### src/hdl/dpfu_pkg.sv
// Shared types and constants for the DDS pixel format unpacker.
// Holds the format codes, register indexes and the result item struct.
// No dependencies.
`timescale 1ns / 1ps

package dpfu_pkg;

   localparam int unsigned CsrIndexWidth = 3;
   localparam int unsigned CsrDataWidth  = 32;

   typedef enum logic [CsrIndexWidth-1:0] {
      CSR_RGB_FLAG     = 3'd0,
      CSR_ALPHA_PIXELS = 3'd1,
      CSR_ALPHA_ONLY   = 3'd2,
      CSR_BPP          = 3'd3,
      CSR_RED_MASK     = 3'd4,
      CSR_GREEN_MASK   = 3'd5,
      CSR_BLUE_MASK    = 3'd6,
      CSR_ALPHA_MASK   = 3'd7
   } csr_index_type;

   typedef enum logic [3:0] {
      FMT_BGRA8   = 4'd0,
      FMT_RGBA8   = 4'd1,
      FMT_BGR5A1  = 4'd2,
      FMT_BGR10A2 = 4'd3,
      FMT_RGB10A2 = 4'd4,
      FMT_BGRA4   = 4'd5,
      FMT_B2GR3A8 = 4'd6,
      FMT_BGR8    = 4'd7,
      FMT_RGB8    = 4'd8,
      FMT_BGR565  = 4'd9,
      FMT_B2GR3   = 4'd10,
      FMT_LUM     = 4'd11,
      FMT_LA8     = 4'd12,
      FMT_LA4     = 4'd13,
      FMT_NONE    = 4'd14
   } fmt_type;

   typedef struct packed {
      logic [7:0] byte0;
      logic [7:0] byte1;
      logic [7:0] byte2;
      logic [7:0] byte3;
      logic [2:0] count;
      fmt_type    fmt;
   } pix_out_type;

endpackage

### src/hdl/dpfu_fmt_decode.sv
// Pixel-format registers and layout match for the DDS pixel format unpacker.
// Holds the header registers and picks one layout in header order.
// Depends on dpfu_pkg.
`timescale 1ns / 1ps

module dpfu_fmt_decode (
   input  logic                                 clock,
   input  logic                                 reset,
   input  logic                                 csr_we,
   input  logic [dpfu_pkg::CsrIndexWidth-1:0]   csr_index,
   input  logic [dpfu_pkg::CsrDataWidth-1:0]    csr_wdata,
   output dpfu_pkg::fmt_type                    fmt
);
   import dpfu_pkg::*;

   logic        rgb_ff,   rgb_in;
   logic        apix_ff,  apix_in;
   logic        aonly_ff, aonly_in;
   logic [5:0]  bpp_ff,   bpp_in;
   logic [31:0] rmask_ff, rmask_in;
   logic [31:0] gmask_ff, gmask_in;
   logic [31:0] bmask_ff, bmask_in;
   logic [31:0] amask_ff, amask_in;

   always_comb begin
      rgb_in   = rgb_ff;
      apix_in  = apix_ff;
      aonly_in = aonly_ff;
      bpp_in   = bpp_ff;
      rmask_in = rmask_ff;
      gmask_in = gmask_ff;
      bmask_in = bmask_ff;
      amask_in = amask_ff;
      if (csr_we) begin
         unique case (csr_index_type'(csr_index))
            CSR_RGB_FLAG:     rgb_in   = csr_wdata[0];
            CSR_ALPHA_PIXELS: apix_in  = csr_wdata[0];
            CSR_ALPHA_ONLY:   aonly_in = csr_wdata[0];
            CSR_BPP:          bpp_in   = csr_wdata[5:0];
            CSR_RED_MASK:     rmask_in = csr_wdata;
            CSR_GREEN_MASK:   gmask_in = csr_wdata;
            CSR_BLUE_MASK:    bmask_in = csr_wdata;
            CSR_ALPHA_MASK:   amask_in = csr_wdata;
            default: ;
         endcase
      end
   end

   always_ff @(posedge clock) begin
      if (reset) begin
         rgb_ff   <= 1'b0;
         apix_ff  <= 1'b0;
         aonly_ff <= 1'b0;
         bpp_ff   <= '0;
         rmask_ff <= '0;
         gmask_ff <= '0;
         bmask_ff <= '0;
         amask_ff <= '0;
      end else begin
         rgb_ff   <= rgb_in;
         apix_ff  <= apix_in;
         aonly_ff <= aonly_in;
         bpp_ff   <= bpp_in;
         rmask_ff <= rmask_in;
         gmask_ff <= gmask_in;
         bmask_ff <= bmask_in;
         amask_ff <= amask_in;
      end
   end

   function automatic logic rgb_is(input logic [5:0] bpp, input logic [31:0] r,
                                   input logic [31:0] g, input logic [31:0] b);
      rgb_is = (bpp_ff == bpp) && (rmask_ff == r) && (gmask_ff == g) && (bmask_ff == b);
   endfunction

   function automatic logic masks_are(input logic [5:0] bpp, input logic [31:0] r,
                                      input logic [31:0] g, input logic [31:0] b,
                                      input logic [31:0] a);
      masks_are = rgb_is(bpp, r, g, b) && (amask_ff == a);
   endfunction

   fmt_type main_fmt;

   always_comb begin
      main_fmt = FMT_NONE;
      if (rgb_ff) begin
         if (apix_ff) begin
            if (masks_are(6'd32, 32'h00ff0000, 32'h0000ff00, 32'h000000ff, 32'hff000000))
               main_fmt = FMT_BGRA8;
            else if (masks_are(6'd32, 32'h000000ff, 32'h0000ff00, 32'h00ff0000, 32'hff000000))
               main_fmt = FMT_RGBA8;
            else if (masks_are(6'd16, 32'h00007c00, 32'h000003e0, 32'h0000001f, 32'h00008000))
               main_fmt = FMT_BGR5A1;
            else if (masks_are(6'd32, 32'h3ff00000, 32'h000ffc00, 32'h000003ff, 32'hc0000000))
               main_fmt = FMT_BGR10A2;
            else if (masks_are(6'd32, 32'h000003ff, 32'h000ffc00, 32'h3ff00000, 32'hc0000000))
               main_fmt = FMT_RGB10A2;
            else if (masks_are(6'd16, 32'h00000f00, 32'h000000f0, 32'h0000000f, 32'h0000f000))
               main_fmt = FMT_BGRA4;
            else if (masks_are(6'd16, 32'h000000e0, 32'h0000001c, 32'h00000003, 32'h0000ff00))
               main_fmt = FMT_B2GR3A8;
         end else begin
            if (rgb_is(6'd24, 32'h00ff0000, 32'h0000ff00, 32'h000000ff))
               main_fmt = FMT_BGR8;
            else if (rgb_is(6'd24, 32'h000000ff, 32'h0000ff00, 32'h00ff0000))
               main_fmt = FMT_RGB8;
            else if (rgb_is(6'd16, 32'h0000f800, 32'h000007e0, 32'h0000001f))
               main_fmt = FMT_BGR565;
            else if (rgb_is(6'd8, 32'h000000e0, 32'h0000001c, 32'h00000003))
               main_fmt = FMT_B2GR3;
         end
      end else if (aonly_ff && (bpp_ff == 6'd8) && (amask_ff == 32'h000000ff)) begin
         main_fmt = FMT_LUM;
      end
   end

   // luminance fallbacks when nothing above matched
   always_comb begin
      fmt = main_fmt;
      if (main_fmt == FMT_NONE) begin
         if (apix_ff) begin
            if ((bpp_ff == 6'd16) && (rmask_ff == 32'h000000ff) && (amask_ff == 32'h0000ff00))
               fmt = FMT_LA8;
            else if ((bpp_ff == 6'd8) && (rmask_ff == 32'h0000000f)
                     && (amask_ff == 32'h000000f0))
               fmt = FMT_LA4;
         end else if ((bpp_ff == 6'd8) && (rmask_ff == 32'h000000ff)) begin
            fmt = FMT_LUM;
         end
      end
   end

endmodule

### src/hdl/dpfu_convert.sv
// Pixel conversion for the DDS pixel format unpacker.
// Slices one packed source pixel into output bytes for the selected layout.
// Depends on dpfu_pkg.
`timescale 1ns / 1ps

module dpfu_convert (
   input  dpfu_pkg::fmt_type      fmt,
   input  logic [31:0]            pixel,
   output dpfu_pkg::pix_out_type  result
);
   import dpfu_pkg::*;

   function automatic logic [7:0] nib_rep(input logic [3:0] n);
      nib_rep = {n, n};
   endfunction

   function automatic logic [7:0] two_bit_alpha(input logic [1:0] a);
      two_bit_alpha = (a == 2'b11) ? 8'hff : {a, 6'b0};
   endfunction

   logic [7:0] b0, b1, b2, b3;

   assign b0 = pixel[7:0];
   assign b1 = pixel[15:8];
   assign b2 = pixel[23:16];
   assign b3 = pixel[31:24];

   always_comb begin
      result       = '0;
      result.fmt   = fmt;
      unique case (fmt)
         FMT_BGRA8: begin
            result.byte0 = b2; result.byte1 = b1; result.byte2 = b0; result.byte3 = b3;
            result.count = 3'd4;
         end
         FMT_RGBA8: begin
            result.byte0 = b0; result.byte1 = b1; result.byte2 = b2; result.byte3 = b3;
            result.count = 3'd4;
         end
         FMT_BGR5A1: begin
            result.byte0 = {pixel[14:10], 3'b0};
            result.byte1 = {pixel[9:5], 3'b0};
            result.byte2 = {pixel[4:0], 3'b0};
            result.byte3 = pixel[15] ? 8'hff : 8'h00;
            result.count = 3'd4;
         end
         FMT_BGR10A2: begin
            result.byte0 = pixel[29:22];
            result.byte1 = pixel[19:12];
            result.byte2 = pixel[9:2];
            result.byte3 = two_bit_alpha(pixel[31:30]);
            result.count = 3'd4;
         end
         FMT_RGB10A2: begin
            result.byte0 = pixel[9:2];
            result.byte1 = pixel[19:12];
            result.byte2 = pixel[29:22];
            result.byte3 = two_bit_alpha(pixel[31:30]);
            result.count = 3'd4;
         end
         FMT_BGRA4: begin
            result.byte0 = nib_rep(b1[3:0]);
            result.byte1 = nib_rep(b0[7:4]);
            result.byte2 = nib_rep(b0[3:0]);
            result.byte3 = nib_rep(b1[7:4]);
            result.count = 3'd4;
         end
         FMT_B2GR3A8: begin
            result.byte0 = {b0[7:5], 5'b0};
            result.byte1 = {b0[4:2], 5'b0};
            result.byte2 = {b0[1:0], 6'b0};
            result.byte3 = b1;
            result.count = 3'd4;
         end
         FMT_BGR8: begin
            result.byte0 = b2; result.byte1 = b1; result.byte2 = b0;
            result.count = 3'd3;
         end
         FMT_RGB8: begin
            result.byte0 = b0; result.byte1 = b1; result.byte2 = b2;
            result.count = 3'd3;
         end
         FMT_BGR565: begin
            result.byte0 = {pixel[15:11], 3'b0};
            result.byte1 = {pixel[10:5], 2'b0};
            result.byte2 = {pixel[4:0], 3'b0};
            result.count = 3'd3;
         end
         FMT_B2GR3: begin
            result.byte0 = {b0[7:5], 5'b0};
            result.byte1 = {b0[4:2], 5'b0};
            result.byte2 = {b0[1:0], 6'b0};
            result.count = 3'd3;
         end
         FMT_LUM: begin
            result.byte0 = b0;
            result.count = 3'd1;
         end
         FMT_LA8: begin
            result.byte0 = b0; result.byte1 = b1;
            result.count = 3'd2;
         end
         FMT_LA4: begin
            result.byte0 = nib_rep(b0[3:0]);
            result.byte1 = nib_rep(b0[7:4]);
            result.count = 3'd2;
         end
         default: begin
            result.fmt   = FMT_NONE;
            result.count = 3'd0;
         end
      endcase
   end

endmodule

### src/hdl/dds_pixel_format_unpacker_top.sv
// Top level of the DDS pixel format unpacker.
// Depends on dpfu_pkg, dpfu_fmt_decode and dpfu_convert.
//
// Usage:
//   Write the header registers through csr_we/csr_index/csr_wdata while no
//   item is in flight: 0 rgb flag, 1 alpha pixels flag, 2 alpha only flag,
//   3 bits per pixel, 4..7 red, green, blue and alpha masks.
//   Each req item carries one little-endian source pixel in req_src_pixel.
//   Each rsp item carries up to four output bytes, the valid byte count and
//   the detected format; an unmatched layout gives format 14 and count 0.
//   An item moves on a rising edge with valid high and stall low.
//   Path: the accepting edge loads the input register, and the result
//   register then loads from the slice-and-select logic once it is free,
//   which raises rsp_valid.
//   Throughput is one item per cycle while rsp_stall is low; the input
//   register takes an item in the same cycle as the result register hands
//   one on. When rsp_stall is high the result register holds; one more item
//   is held in the input register, then req_stall rises.
//   Reset (synchronous) empties both stages and clears all header registers.
`timescale 1ns / 1ps

module dds_pixel_format_unpacker_top (
   input  logic                                 clock,
   input  logic                                 reset,
   input  logic                                 csr_we,
   input  logic [dpfu_pkg::CsrIndexWidth-1:0]   csr_index,
   input  logic [dpfu_pkg::CsrDataWidth-1:0]    csr_wdata,
   input  logic                                 req_valid,
   output logic                                 req_stall,
   input  logic [31:0]                          req_src_pixel,
   output logic                                 rsp_valid,
   input  logic                                 rsp_stall,
   output logic [7:0]                           rsp_out_byte0,
   output logic [7:0]                           rsp_out_byte1,
   output logic [7:0]                           rsp_out_byte2,
   output logic [7:0]                           rsp_out_byte3,
   output logic [2:0]                           rsp_byte_count,
   output logic [3:0]                           rsp_format_id
);
   import dpfu_pkg::*;

   fmt_type     fmt;
   pix_out_type conv;

   logic        s1_valid_ff, s1_valid_in;
   logic [31:0] s1_pixel_ff;
   logic        s2_valid_ff, s2_valid_in;
   pix_out_type s2_data_ff;
   logic        s1_load, s2_load;

   dpfu_fmt_decode u_fmt_decode (
      .clock     (clock),
      .reset     (reset),
      .csr_we    (csr_we),
      .csr_index (csr_index),
      .csr_wdata (csr_wdata),
      .fmt       (fmt)
   );

   dpfu_convert u_convert (
      .fmt    (fmt),
      .pixel  (s1_pixel_ff),
      .result (conv)
   );

   assign s2_load     = !s2_valid_ff || !rsp_stall;
   assign s1_load     = !s1_valid_ff || s2_load;
   assign req_stall   = !s1_load;
   assign s1_valid_in = s1_load ? req_valid : s1_valid_ff;
   assign s2_valid_in = s2_load ? s1_valid_ff : s2_valid_ff;

   always_ff @(posedge clock) begin
      if (reset) begin
         s1_valid_ff <= 1'b0;
         s2_valid_ff <= 1'b0;
      end else begin
         s1_valid_ff <= s1_valid_in;
         s2_valid_ff <= s2_valid_in;
      end
   end

   always_ff @(posedge clock) begin
      if (s1_load && req_valid) begin
         s1_pixel_ff <= req_src_pixel;
      end
      if (s2_load && s1_valid_ff) begin
         s2_data_ff <= conv;
      end
   end

   assign rsp_valid      = s2_valid_ff;
   assign rsp_out_byte0  = s2_data_ff.byte0;
   assign rsp_out_byte1  = s2_data_ff.byte1;
   assign rsp_out_byte2  = s2_data_ff.byte2;
   assign rsp_out_byte3  = s2_data_ff.byte3;
   assign rsp_byte_count = s2_data_ff.count;
   assign rsp_format_id  = s2_data_ff.fmt;

   a_stall_only_when_full: assert property (@(posedge clock) disable iff (reset)
      req_stall |-> (s1_valid_ff && s2_valid_ff && rsp_stall))
      else $error("req_stall raised with room in the pipeline");

   a_unsupported_empty: assert property (@(posedge clock) disable iff (reset)
      rsp_valid |-> ((rsp_byte_count == 3'd0) == (rsp_format_id == FMT_NONE)))
      else $error("byte count and unsupported format disagree");

   a_unused_bytes_zero: assert property (@(posedge clock) disable iff (reset)
      (rsp_valid && (rsp_byte_count != 3'd4)) |-> (rsp_out_byte3 == 8'h00))
      else $error("unused alpha byte not zero");

   a_two_cycle_latency: assert property (@(posedge clock) disable iff (reset)
      (req_valid && !req_stall) ##1 !rsp_stall |=> rsp_valid)
      else $error("accepted item did not reach the result register");

endmodule

### config.mk
export PLATFORM = sky130hd
export DESIGN_NAME = dds_pixel_format_unpacker_top
export DESIGN_NICKNAME = d
export VERILOG_FILES = /design/src/hdl/dpfu_pkg.sv /design/src/hdl/dpfu_fmt_decode.sv /design/src/hdl/dpfu_convert.sv /design/src/hdl/dds_pixel_format_unpacker_top.sv
export SDC_FILE = /design/constraint.sdc
export NUM_CORES = 1
export LEC_CHECK = 0
export ABC_AREA = 1
export ABC_CLOCK_PERIOD_IN_PS = 4510
export BUFFER_PORTS_ARGS = -buffer_cell sky130_fd_sc_hd__buf_4
export CORE_AREA = 2 2 136 204
export CTS_CLUSTER_DIAMETER = 40
export DETAILED_ROUTE_END_ITERATION = 8
export DIE_AREA = 0 0 138 206
export GPL_ROUTABILITY_DRIVEN = 0
export SETUP_SLACK_MARGIN = 0.15
export SLEW_MARGIN = 40
export SYNTH_ARGS = -nofsm -noshare
export SYNTH_HDL_FRONTEND = slang
export SYNTH_HIERARCHICAL = 1
export SYNTH_SLANG_ARGS = --single-unit
### constraint.sdc
create_clock -name clock -period 4.51 [get_ports clock]
set_clock_uncertainty 0.1 [all_clocks]
set_input_delay 0.451 -clock clock [delete_from_list [all_inputs] [get_ports clock]]
set_output_delay 0.451 -clock clock [all_outputs]
set_load 0.01 [all_outputs]
* Yosys cells after proc, flatten, opt, wreduce, memory -nomap -nowiden
Cells that the tools add are included.
Widths: inputs -> output; s select.
** Storage, ports and cells
- Register bits after elaboration :: 210
- Latch bits :: 0
- Memory bits (writable) :: 0
- Bits in read-only memories :: 0
- Output and inout bits :: 41
- Word-level logic and storage cells :: 176
- Memories kept :: 0
** Operators by class
- Add/sub/neg operators :: 0
- Multipliers :: 0
- Div/mod/pow operators :: 0
- $lt $le $gt $ge :: 0
- Equality and inequality tests :: 55
- Shift operators :: 0
- Mux-type cells :: 26
- Bitwise operators :: 0
- Reductions and logical operators :: 78
** Operators by type and width (count)
- $eq 32x8->1 const B :: 6
- $eq 32x16->1 const B :: 5
- $eq 32x10->1 const B :: 3
- $pmux 8 s9 :: 1
- $mux 4 :: 17
- $eq 32x24->1 const B :: 2
- $eq 32x30->1 const B :: 2
- $eq 32x32->1 const B :: 2
- $eq 32x4->1 const B :: 2
- $eq 32x5->1 const B :: 2
- $pmux 8 s7 :: 1
- $logic_and 1x1->1 :: 49
- $pmux 8 s6 :: 1
- $pmux 8 s5 :: 1
- $eq 32x11->1 const B :: 1
- $eq 32x12->1 const B :: 1
- $eq 32x15->1 const B :: 1
- $eq 32x2->1 const B :: 1
- $eq 32x20->1 const B :: 1
- $eq 4x4->1 const B :: 7
- $eq 4x3->1 const B :: 4
- $mux 8 :: 2
- $reduce_and 2->1 :: 8
- $reduce_or 2->1 :: 8
- 19 further kinds :: 31

* Longest topological paths before layout
- Depth after elaboration :: 21
- Depth in mapped cells :: 25
- Gate-level depth less buffers :: 24

* Modules after synthesis
Netlist, hierarchy kept.
** Modules (own cells, without submodules)
- dpfu_fmt_decode :: times used 1, cells an instance 999, area each 6545.0 sq um, sequential area each 2742.6 sq um
- dds_pixel_format_unpacker_top :: times used 1, cells an instance 83, area each 2223.4 sq um, sequential area each 2172.1 sq um
- dpfu_convert :: times used 1, cells an instance 329, area each 1440.1 sq um, sequential area each 0.0 sq um

* Worst setup path after synthesis
Ideal clock, no wire load.
- Path type :: input-to-reg
- Start point :: input rsp_stall
- End point :: register s2_data_ff (netlist bit rsp_byte_count[0]) (enable)
- Arrival time :: 2.390 ns
- Required time :: 3.962 ns
- Slack :: 1.572 ns
- Stages :: 1
- Path buffers :: 0
- Cell sequence :: a21oi_1
** Between the ends
- Longest elaborated chain between the ends :: 3
** Ends and longest elaborated chain
- from (decl) :: line dds_pixel_format_unpacker_top.sv:32 : input logic rsp_stall,
- $logic_not 1->1 :: line dds_pixel_format_unpacker_top.sv:66 : assign s2_load = !s2_valid_ff || !rsp_stall;
- $logic_or 1x1->1 :: line dds_pixel_format_unpacker_top.sv:66
- $logic_and 1x1->1 :: line dds_pixel_format_unpacker_top.sv:86 : if (s2_load && s1_valid_ff) begin
- to (signal assigned) :: line dds_pixel_format_unpacker_top.sv:87 : s2_data_ff <= conv;
- to (decl) :: line dds_pixel_format_unpacker_top.sv:48 : pix_out_type s2_data_ff;
Every way passes these cells.
A chain may end at the register's enable or synchronous reset.

==> key figures <==
Cells and area
  – Final net count: 1619
  – Non-filler cells, final: 1912
  – Filler cells: 2708
  – Antenna Cells: 0
  – Commonest cells after routing, fill and taps aside: nand2_1, nor2_1, dfxtp_1, a21oi_1, buf_4
  – Finished layout cell area: 0.0126 mm^2
  – Commonest non-fill, non-tap cell in the layout: nand2_1
  – Area delta synth->final: 23.8%
  – Fin util: 47.1%
  – Share of layout cells above drive strength 1: 16.2%

Timing
  – Relative slew margins: 47.7%
  – Max-slew violations: 0
  – Final setup violation count: 0
  – Total negative slack: 0 ns
  – Hold Vio Cnt, Final: 0
  – Final WS setup: 0.739 ns
  – Transition time of the tightest slew-check pin: 0.782 ns
  – RSZ-0062 raised after global routing: no
  – Final hold slack: 0.0703 ns
  – Final min period: 3.77 ns
  – Final period utilization: 83.6%
  – FMAX: 0.265 GHz

GRT
  – Most crowded layer after global routing: met2
  – Met2 GRT Util: 39.8%
  – Vias in the first global route: 9392
  – GR Util met3: 2.69%
  – Pin count of the biggest net entering global routing: 88
  – Initial antenna violation count: 0
  – GR Util met1: 22.6%
  – Congestion Overflow GR: 0
  – First-pass GRT wire length: 48.2 mm
  – GRT Util Overall: 21.1%

Die
  – Initial core utilization: 38.0%
  – Die Y: 206 um
  – I/O pins: 113
  – FP Rows: 74
  – Core ar.: 0.0269 mm^2
  – Die area: 0.0284 mm^2
  – Die X: 138 um

Clocking
  – Setup bufs post-CTS: 0
  – CTS sink count: 210
  – Max Root-Sink Buffers: 3
  – CTS Buf Count: 29
  – CTS tree: built
  – Clock-pin slew on the worst setup and hold paths: 0.06 ns
  – Root buffer cell: clkbuf_16
  – Worst-Skew Late Latency: 0.55 ns
  – H-Tree Depth: 1

Power and ir drop
  – Power per cell area: 367 mW/mm^2
  – Switching Share: 25.0%
  – Seq pwr share: 44.6%
  – P_int: 3.48 mW
  – Pwr Total: 4.64 mW
  – P_sw: 1.16 mW
  – Comb power frac: 7.8%
  – Worst vdd ir: 0.283 mV
  – LEAKAGE: 5.15 nW
  – Clock power share: 47.6%

Synthesis
  – Ys async rst share: 0%
  – Yosys Warn Count: 6
  – Mapped Nets: 1483
  – EDFF count, synth: 71
  – Seq/Total Area, Yosys: 48.1%
  – Main synth FF type: dfxtp_1
  – Post-Syn Area: 0.0102 mm^2
  – Synthesized flop and latch total: 210
  – Synthesized instance count: 1411
  – Avg Inst Size Synth: 7.23 um^2
  – Synth unique cells: 37

Detailed routing
  – Vias/cell: 5.12
  – Vias: 9791
  – TritonRoute pass-1 iters: 7
  – Initial DRC Count: 727
  – Routed wire per std cell: 16.2 um
  – Overall routed net length: 31.0 mm
  – Drt drc: 0
  – Number of routed nets with antenna violations: 0

Setup path
  – Critical path class: reg2reg
  – CP max-delay cell: a21oi_1
  – Worst Setup EP: rsp_out_byte3[1]
  – Crit. End Element: register
  – Critical Path RT: 4.70 ns
  – Critical path's most frequent cell: nand2_1
  – FF-to-FF End: rsp_out_byte3[1]
  – Worst r2r path cells: 19
  – FF-to-FF Start: u_fmt_decode/bmask_ff[20]
  – CP startpoint: u_fmt_decode/bmask_ff[20]
  – Crit path max fanout: 11
  – Max stage delay on crit path: 0.46 ns
  – Reg2reg setup slack: 0.74 ns
  – Worst Setup Start Kind: register
  – Critical Path AT: 3.96 ns
  – CP Cell Sequence: nand2_1 > nor2_1 > nand2_1 > nor3_1 > nand2_1 > nor2_1 > nand2_1 > nand2_1 > nand2_1 > nand2_1 > nor2_2 > nor2_2 > nor2_2 > a21oi_1 > nor2_1 > nand2_4 > nand2_2 > a31oi_2 > nand2_1

Run
  – Maxcap violations: 0

Place
  – Input/output buffers: 112
  – Post-DP HPWL: 22.2 mm
  – Inst Count DP: 1826
  – DP Worst Slack: 0.821 ns
  – Area of placed instances: 0.0114 mm^2

Hold path
  – Hold crit path type: in2reg

Status
  – Status: finished clean
[state kept, by name, summed over array words and instances, names as in the netlist, 8 cells and up]
name                   count
s1_pixel_ff               32
u_fmt_decode/bmask_ff     32
rsp_out_byte1              8
u_fmt_decode/rmask_ff     32
u_fmt_decode/gmask_ff     32
rsp_out_byte0              8
rsp_out_byte2              8
rsp_out_byte3              8
u_fmt_decode/amask_ff     32
[synthesized netlist by cell type (19+ instances only)]
master / number / area [um^2]
a211oi_1: 26 / 195
a21oi_1: 121 / 606
clkbuf_1: 41 / 154
dfxtp_1: 139 / 2780
edfxtp_1: 71 / 2130
inv_1: 103 / 387
nand2_1: 498 / 1870
nand3_1: 57 / 285
nand4_1: 22 / 138
nor2_1: 201 / 754
nor2_2: 25 / 156
o21ai_0: 19 / 95.1
[worst min-delay path by stage]
stage,to,depth (start not counted),from
final,s1_valid_ff,3,req_valid
after global routing,s1_valid_ff,3,req_valid
after CTS,s1_valid_ff,3,req_valid
after detailed placement,u_fmt_decode/gmask_ff[31],2,u_fmt_decode/gmask_ff[31]
after global placement,u_fmt_decode/amask_ff[22],2,u_fmt_decode/amask_ff[22]
after floorplan,u_fmt_decode/bpp_ff[1],2,u_fmt_decode/bpp_ff[1]
[worst max-delay path: cells and delay by family (launching register included)]
kind	cells	cell delay, ns
AO/OA/AOI/OAI	2	0.78
flip-flops	1	0.35
AND/OR/NAND/NOR	17	2.27
[per-layer routing]
metal  vias to the layer above  part of all wire [%]
met5                         -                     0
met4                         0                   5.4
met3                       104                   4.6
met2                       354                    52
met1                      4504                    38
li1                       4829                     -
[power groups by stage]
stage | Sequential [mW] | Combinational, mW | Clock, mW
after floorplan | 2.09 | 0.185 | 0
after detailed placement | 2.11 | 0.340 | 0
after global routing | 2.07 | 0.396 | 2.35
final | 2.07 | 0.363 | 2.20
after global placement | 2.11 | 0.338 | 0
after CTS | 2.07 | 0.364 | 2.26
[area by class of cell]
| type | count | area (um^2) | share of cell area [%] |
|---|---|---|---|
| tap | 342 | 428 | 3.39 |
| multi-input combinational | 1038 | 4670 | 37.0 |
| timing repair buffer | 153 | 1230 | 9.75 |
| clock inverter | 19 | 159 | 1.26 |
| inverter | 115 | 437 | 3.46 |
| sequential | 210 | 4910 | 38.9 |
| clock buffer | 35 | 791 | 6.26 |
[logic make-up (layout without fill, tap and decap cells)]
kind of cell / Yosys count / after routing / share of synthesized area [%]
buffers and inverters: 163 / 322 / 6.25
AO/OA/AOI/OAI: 180 / 180 / 9.88
AND/OR/NAND/NOR: 858 / 858 / 35.7
flip-flops: 210 / 210 / 48.1
[timing repair]
action,in CTS,in global routing
resized for setup,0,0
hold buffers,32,0
hold endpoints to repair,32,0
No activity file was read; power rests on OpenSTA's default activity.
